**config.mk**
```make
export PLATFORM = sky130hd
export DESIGN_NAME = ltd_ctrl
export DESIGN_NICKNAME = d
export VERILOG_FILES = /design/src/sv/ltd_pkg.sv /design/src/sv/ltd_ctrl.sv
export SDC_FILE = /design/constraint.sdc
export NUM_CORES = 1
export LEC_CHECK = 0
export BUFFER_PORTS_ARGS = -buffer_cell sky130_fd_sc_hd__buf_2
export CAP_MARGIN = 20
export CELL_PAD_IN_SITES_DETAIL_PLACEMENT = 1
export CELL_PAD_IN_SITES_GLOBAL_PLACEMENT = 1
export CORE_AREA = 2 2 39 41
export CTS_CLUSTER_DIAMETER = 50
export DETAILED_ROUTE_END_ITERATION = 12
export DIE_AREA = 0 0 41 43
export PLACE_DENSITY_LB_ADDON = 0.3
export SLEW_MARGIN = 0
export SYNTH_ARGS = -nofsm -noshare
export SYNTH_HDL_FRONTEND = slang
export SYNTH_SLANG_ARGS = --single-unit
```
**constraint.sdc**
```tcl
create_clock -name i_clk -period 1.6 [get_ports i_clk]
set_input_delay 0.08 -clock i_clk [delete_from_list [all_inputs] [get_ports i_clk]]
set_output_delay 0.08 -clock i_clk [all_outputs]
set_load 0.005 [all_outputs]
```
**src/sv/ltd_pkg.sv**
```systemverilog
// Shared types and constants of the LZ77 triple decoder.
`default_nettype none
package ltd_pkg;

    localparam int OFFSET_W  = 16;
    localparam int LENGTH_W  = 16;
    localparam int BYTE_W    = 8;
    localparam int EXT_W     = OFFSET_W + 1;
    localparam int S_TDATA_W = 40;
    localparam int M_TUSER_W = 2;

    // Commands from the controller to the datapath.
    typedef struct packed {
        logic load;
        logic rd;
        logic emit_copy;
        logic emit_lit;
    } t_ctl_cmd;

    // Status from the datapath to the controller.
    typedef struct packed {
        logic will_copy;
        logic last_copy;
        logic out_free;
    } t_ctl_sts;

    typedef enum logic [3:0] {
        ST_IDLE = 4'b0001,
        ST_READ = 4'b0010,
        ST_EMIT = 4'b0100,
        ST_LIT  = 4'b1000
    } t_state;

endpackage
`default_nettype wire

```
**src/sv/ltd_ctrl.sv**
```systemverilog
// Controller state machine: sequences the copy bytes and the literal of one triple.
`default_nettype none
module ltd_ctrl (
    input  wire logic              i_clk,
    input  wire logic              i_rst_n,
    input  wire logic              i_s_tvalid,
    output logic                   o_s_tready,
    input  wire ltd_pkg::t_ctl_sts i_sts,
    output ltd_pkg::t_ctl_cmd      o_cmd
);

    ltd_pkg::t_state r_state;
    ltd_pkg::t_state n_state;

    always_ff @(posedge i_clk) begin
        if (!i_rst_n) begin
            r_state <= ltd_pkg::ST_IDLE;
        end else begin
            r_state <= n_state;
        end
    end

    always_comb begin
        n_state    = r_state;
        o_s_tready = 1'b0;
        o_cmd      = '0;
        case (r_state)
            ltd_pkg::ST_IDLE: begin
                o_s_tready = 1'b1;
                if (i_s_tvalid) begin
                    o_cmd.load = 1'b1;
                    n_state    = i_sts.will_copy ? ltd_pkg::ST_READ : ltd_pkg::ST_LIT;
                end
            end
            ltd_pkg::ST_READ: begin
                o_cmd.rd = 1'b1;
                n_state  = ltd_pkg::ST_EMIT;
            end
            ltd_pkg::ST_EMIT: begin
                // hold the read word until the output register can take it
                if (i_sts.out_free) begin
                    o_cmd.emit_copy = 1'b1;
                    n_state = i_sts.last_copy ? ltd_pkg::ST_LIT : ltd_pkg::ST_READ;
                end
            end
            ltd_pkg::ST_LIT: begin
                if (i_sts.out_free) begin
                    o_cmd.emit_lit = 1'b1;
                    n_state        = ltd_pkg::ST_IDLE;
                end
            end
            default: begin
                n_state = ltd_pkg::ST_IDLE;
            end
        endcase
    end

endmodule
`default_nettype wire

```
======== Yosys cells after proc, flatten, opt, wreduce, memory -nomap -nowiden ========
Index checks and enable logic that the tools add are counted.
cells by class
  bitwise logic cells ..................... 0
  multiply operators ...................... 0
  $add $sub $neg .......................... 0
  equality and inequality tests ........... 7
  reductions and logical operators ........ 1
  shift-type cells ........................ 0
  divide/modulo/power cells ............... 0
  muxes and demuxes ....................... 13
  $lt $le $gt $ge ......................... 0
operator list
  kind                                            count
  2-to-1 mux 4 bit                                5
  one-hot mux 4 bit (4 select lines)              1
  2-to-1 mux 1 bit                                7
  != test 2 bit (second input constant)           3
  == test 4 x 1 -> 1 bit (second input constant)  1
  == test 4 x 2 -> 1 bit (second input constant)  1
  == test 4 x 3 -> 1 bit (second input constant)  1
  == test 4 bit (second input constant)           1
  AND reduction 3 bit                             1
word-level totals
  bits in latches ......................... 0
  input bits .............................. 6
  RAM bits ................................ 0
  memories kept ........................... 0
  register bits ........................... 4
  bits in read-only memories .............. 0

======== Longest topological paths before layout ========
Gate-level depths: netlist of the first run.
  depth after elaboration ................. 3
  mapped depth ............................ 4
  depth with buffers taken out ............ 3

======== Least setup slack after synthesis of the first run ========
No wires, ideal clock.
  path type ............................... reg-to-reg
  from .................................... register r_state[0]
  to ...................................... register r_state[3]
  path buffers ............................ 1
  slack ................................... 0.580 ns
  data arrival time ....................... 0.899 ns
  required time ........................... 1.479 ns
  stages on the path, launching flop included .. 5
  library setup time ...................... 0.121 ns
  cells stage by stage .................... dfxtp_1 buf_6 or2_1 o221ai_2 o21ai_1
on the way
  cells in the longest elaborated chain, start to end .. 3
  elaborated cells between the ends (all ways) .. 9
  those cells by class .................... 7 x eq/ne; 1 x mux; 1 x reduce/logical
RTL lines
  element                                               RTL line        source
  from (decl)                                           ltd_ctrl.sv:12  ltd_pkg::t_state r_state;
  from (signal assigned)                                ltd_ctrl.sv:17  r_state <= ltd_pkg::ST_IDLE;
  from (signal assigned)                                ltd_ctrl.sv:19  r_state <= n_state;
  == test 4 x 3 -> 1 bit, or another cell as far along  ltd_ctrl.sv:27  case (r_state)
  != test 2 bit (no line)                               n/a
  AND reduction 3 bit (no line)                         n/a
Several ways; a longest one is shown, not always the timed one.
A chain may end at the register's enable or synchronous reset.

==> out/metrics.cfg, run 1 <==
[worst_setup_path]
worst_path_largest_cell_delay_ps = 520
critPathMaxFanout = 12
crit_type = reg -> out
crit_family = flip-flops
slowest_stage = dfxtp_1
cp.required_ps = 1520
worst_setup_path_start_kind = flop
critPathBufInv = 1
rr_startpoint = r_state[0]
crit_start = r_state[0]
cp-end-kind = output pin
arrival_ps = 1360
crit_chain = nand2b_1, nor3_2, and2_1, buf_2

[clock_tree]
hold_buffers = 0
cts_setup_buffers = 0
clockRootBuffer = clkbuf_4
cts_made_buffers = 3
cts_resized = 0
clock_latency_ps = 240
cts_tree = yes
cts_buffer_depth = 2
cts.clk_slew.worst_paths_ps = 40
htreeDepth = 1
cts.sinks = 4

[layout]
drive_above_1_share_pct = 35.42
post-route-util_pct = 28.03
largest_register_ffs = 4
top_register = r_state
top_regs = r_state x4
area_growth_pct = 21.09
layout.nets = 56
num_antenna_cells = 0

[global_route]
grt_usage_pct = 10.83
grt_pass1_wl_um = 1262
antenna_found_initial = 0
grt_max_degree = 13
grt_pass1_vias = 303
grt_overflow_total = 0

[placement]
place_congestion = 0.6476
io_buffers = 10
hpwl_um = 522.2

[drt]
drtAntennaViolNets = 0
vias = 317
wl_met1_um = 358
wl_um = 756
viasPerCell = 4.953
wl_met3_um = 34
route.top_layer_used = met4
dr.pass1.iters = 4
wl_per_cell_um = 11.81
remaining_drc_errors = 0
drt_iter0_drc = 1
routed-wl-met2_um = 343

[floorplanning]
fp.dieH_um = 43
num_io_pins = 11
core_region_area_sq_um = 1384
dieWidth_um = 41
dieArea_sq_um = 1763
row_count = 14
start_util_pct = 23.15

[worst_hold_path]
hp-class = in -> reg
hold_start = i_rst_n

[synthesis]
synth_area_per_cell_sq_um = 8.429
synth_edf_count = 0
synth_top_area_share_pct = 25.00
synth_most_common_cell = nor2_1
yosys_warnings = 0
syn-instance-count = 38
async_flop_share_pct = 0
yosys_most_used_dff = dfxtp_1
syn-num-nets = 44
synth_commonest_cells = nor2_1 (5), dfxtp_1 (4)
netlist_top_cells_area = dfxtp_1 (25%), buf_6 (7.0%), nor2_1 (5.9%)
seq_area_frac_synth_pct = 25.00
synth.distinct_cells = 27
synth_top_cell_by_area = dfxtp_1
netlist_area_sq_um = 320.3
ys_ff_latch = 4

[timing]
fin_tns_setup_ps = 0
slew_violations = 0
setup_violations = 0
clock.fmax_mhz = 696.8
finalCriticalPeriod_ps = 1435
rsz0062_at_grt = false
tightest_slew_ps = 358.1
hold_viol = 0
slew_headroom_pct = 76.10
fin_skew_ps = 3.626
post-route-period-util_pct = 89.70

[status]
status = complete, no violations

[run]
maxCapViolCount = 0

[pwr]
power_density_nw_per_um2 = 801.5
vdd_drop_max_uv = 227.1
leakagePower_nw = 0.1546

## logic make-up after synthesis
family	after synthesis	share of synthesized area [%]
flip-flops	4	25.00
AND/OR/NAND/NOR	21	42.97
AO/OA/AOI/OAI	7	17.58
multiplexers	1	3.125
buffers and inverters	5	11.33
## placed cells by master, fill, tap and decap left out, drive strengths merged, types with 2 or more instances in the layout
| cell type | synthesis | routed |
|---|---|---|
| buf | 4 | 11 |
| nor2 | 5 | 5 |
| dfxtp | 4 | 4 |
| clkbuf | 0 | 3 |
| nor4b | 2 | 2 |
| nand3b | 2 | 2 |
| nor3 | 2 | 2 |
## power by group
group | total (W) | leakage, nW | internal, W | switching [W]
combinational | 0.0000612 | 0.108 | 0.0000334 | 0.0000277
clock | 0.000129 | 0.0138 | 0.0000842 | 0.0000453
sequential | 0.000120 | 0.0327 | 0.000106 | 0.0000142
## final timing paths
check                           depth (start not counted)  slack [ps]    endpoint
worst max register to register                          3         430  r_state[0]
worst min register to register                          1         570  r_state[2]
worst min-delay path                                    2          80  r_state[0]
worst max-delay path                                    4         160    o_cmd[3]
## layout make-up
type	instances	area, sq um
multi-input cells	29	203.9
fillers	177	996.0
flip-flops and latches	4	80.08
clock buffers	3	22.52
inverters	1	3.754
repair buffers	11	57.56
well taps	16	20.02
## layer usage
| metal | up-vias | global-route usage, % |
|---|---|---|
| met4 | 0 | 12.00 |
| li1 | 159 | - |
| met2 | 12 | 13.13 |
| met3 | 2 | 1.571 |
| met5 | - | 0 |
| met1 | 144 | 14.42 |
## through the flow
step	power [W]	hold WS (ps)	cell area [sq um]	setup slack (ps)	cells
6_report	0.0003109	80.65	387.9	164.8	64
5_1_grt	0.0003295	104.0	387.9	9.565	64
4_1_cts	0.0003183	74.24	387.9	118.1	64
3_5_place_dp	0.0001831	322.0	365.4	417.9	61
3_3_place_gp	0.0001832	321.0	365.4	442.5	61
2_1_floorplan	0.0001637	178.6	320.3	580.5	38
(Power assumes the default switching activity.)
==> run 2: changes to the inputs <==
--- a/config.mk
+++ b/config.mk
@@ -5,7 +5,6 @@
 export SDC_FILE = /design/constraint.sdc
 export NUM_CORES = 1
 export LEC_CHECK = 0
-export BUFFER_PORTS_ARGS = -buffer_cell sky130_fd_sc_hd__buf_2
 export CAP_MARGIN = 20
 export CELL_PAD_IN_SITES_DETAIL_PLACEMENT = 1
 export CELL_PAD_IN_SITES_GLOBAL_PLACEMENT = 1
@@ -13,7 +12,8 @@
 export CTS_CLUSTER_DIAMETER = 50
 export DETAILED_ROUTE_END_ITERATION = 12
 export DIE_AREA = 0 0 41 43
-export PLACE_DENSITY_LB_ADDON = 0.3
+export DONT_BUFFER_PORTS = 1
+export PLACE_DENSITY = 0.45
 export SLEW_MARGIN = 0
 export SYNTH_ARGS = -nofsm -noshare
 export SYNTH_HDL_FRONTEND = slang
==> out/metrics.cfg, run 2 (synthesis gave the netlist of run 1 again) <==
[status]
status = complete, no violations

[clock_tree]
cts_made_buffers = 3  ; unchanged
htreeDepth = 1  ; unchanged
clock_latency_ps = 230  ; about the same
clockRootBuffer = clkbuf_4
cts.sinks = 4  ; unchanged
cts_tree = yes
cts_buffer_depth = 2  ; unchanged
cts.clk_slew.worst_paths_ps = 40  ; about the same

[layout]
top_regs = r_state x4
drive_above_1_share_pct = 17.95  ; -17 points
largest_register_ffs = 4  ; unchanged
final_cell_mix = nor2_1 (5), dfxtp_1 (4), clkbuf_4 (3)
final_common_cell = nor2_1
num_antenna_cells = 0  ; unchanged
post-route-cell-area_sq_um = 347.8  ; -10%
area_growth_pct = 8.594
layout.nets = 47  ; -16%
post-route-util_pct = 25.14  ; -2.9 points
top_register = r_state

[global_route]
gr-usage-met1_pct = 13.74  ; -0.69 points
grt_usage_pct = 11.12  ; +0.29 points
top_usage_layer = met2
grt_pass1_vias = 289  ; -4.6%
grt_use_met3_pct = 2.618  ; +1.0 points
grt_pass1_wl_um = 1283  ; +1.7%
grt_overflow_total = 0  ; unchanged
grt_max_degree = 13  ; unchanged
antenna_found_initial = 0  ; unchanged
met2_usage_pct = 15.94  ; +2.8 points

[placement]
dpl_cell_area_sq_um = 315.3  ; -14%
io_buffers = 0  ; -10
place_congestion = 0.6942  ; +7.2%
hpwl_um = 586.5  ; +12%
place_ws_ps = 390.9  ; -26.99 ps

[drt]
dr.pass1.iters = 4  ; unchanged
remaining_drc_errors = 0  ; unchanged
drt_iter0_drc = 6  ; +5
wl_um = 819  ; +8.3%
viasPerCell = 5.382  ; +8.7%
drtAntennaViolNets = 0  ; unchanged
wl_per_cell_um = 14.89  ; +26%
vias = 296  ; -6.6%

[worst_setup_path]
r2r_setup_slack_ps = 390  ; -40 ps
reg2reg_depth = 3  ; unchanged
r2r_end = r_state[0]
cp.required_ps = 1520  ; about the same
rr_startpoint = r_state[0]
cp-end-kind = output pin
worst_setup_path_start_kind = flop
critPathMaxFanout = 12  ; unchanged
crit_type = reg -> out
arrival_ps = 1330  ; -30 ps

[pwr]
p_total_w = 0.0002922  ; -6.0%
leakagePower_nw = 0.1145  ; -26%
power_density_nw_per_um2 = 840.0  ; +4.8%
vdd_drop_max_uv = 200.5  ; -12%

[timing]
slew_headroom_pct = 74.97  ; -1.1 points
setup_ws_ps = 193.5  ; +28.72 ps
rsz0062_at_grt = false
tightest_slew_ps = 375.0  ; +16.93 ps
finalCriticalPeriod_ps = 1407  ; -28.72 ps
post-route-period-util_pct = 87.91  ; -1.8 points
hold_viol = 0  ; unchanged
fin_tns_setup_ps = 0  ; unchanged
clock.fmax_mhz = 711.0  ; +2.0%
slew_violations = 0  ; unchanged
fin_skew_ps = 1.346  ; -2.280 ps
setup_violations = 0  ; unchanged

[worst_hold_path]
hold_start = i_rst_n
holdPathStages = 2  ; unchanged
hp-class = in -> reg
min_to = r_state[3]

[floorplanning]
dieArea_sq_um = 1763  ; unchanged
num_io_pins = 11  ; unchanged
start_util_pct = 23.15  ; unchanged
fp.dieH_um = 43  ; unchanged
core_region_area_sq_um = 1384  ; unchanged
row_count = 14  ; unchanged
dieWidth_um = 41  ; unchanged

[run]
maxCapViolCount = 0  ; unchanged

[run 2: cell count changes in the layout (fill, tap and decap cells not counted), sizes merged]
| cell | delta |
|---|---|
| dlygate4sd3 | +1 |
| buf | -10 |
[run 2: what timing repair did]
item                                    in CTS  in global routing
resized for setup                            0                  0
buffers inserted                             0                  0
endpoints found under the hold margin        1                  0
endpoints found under the setup margin       0                  0
hold buffers                                 1                  0
[run 2: through the flow]
| step | cells | hold WS [ps] |
|---|---|---|
| floorplan | 38 | 178.6 |
| global placement | 51 | 185.5 |
| detailed placement | 51 | 197.9 |
| CTS | 55 | 19.20 |
| global route | 55 | 24.80 |
| finish | 55 | 28.77 |
[run 2: layout make-up]
class                   instances  area [sq um]
clock buffers                   3         22.52
fillers                       171          1036
inverters                       1         3.754
multi-input cells              29         203.9
flip-flops and latches          4         80.08
well taps                      16         20.02
repair buffers                  2         17.52
[run 2: worst max-delay path by stage]
stage | from | endpoint | slack [ps] | cells after the start
after CTS | r_state[0] | o_cmd[3] | 170 | 3
final | r_state[0] | o_cmd[3] | 190 | 3
after floorplan | r_state[0] | r_state[3] | 580 | 4
after global routing | r_state[0] | o_cmd[3] | 50 | 3
after detailed placement | r_state[0] | r_state[0] | 390 | 3
after global placement | r_state[0] | r_state[3] | 450 | 3
[run 2: report_power, final]
part | switching (W) | internal (W) | total (W)
combinational | 0.0000251 | 0.0000260 | 0.0000511
sequential | 0.0000125 | 0.000106 | 0.000119
clock | 0.0000387 | 0.0000837 | 0.000122
[run 2: layer usage]
layer | vias up | wire (um)
met5 | - | 0
met4 | 0 | 0
met3 | 0 | 35
met2 | 6 | 455
met1 | 149 | 328
li1 | 141 | -
[run 2: critical path: stages, from the launching register on]
cell,delay (ps)
dfxtp_1,530
nand2b_1,190
nor3_2,190
and2_1,170
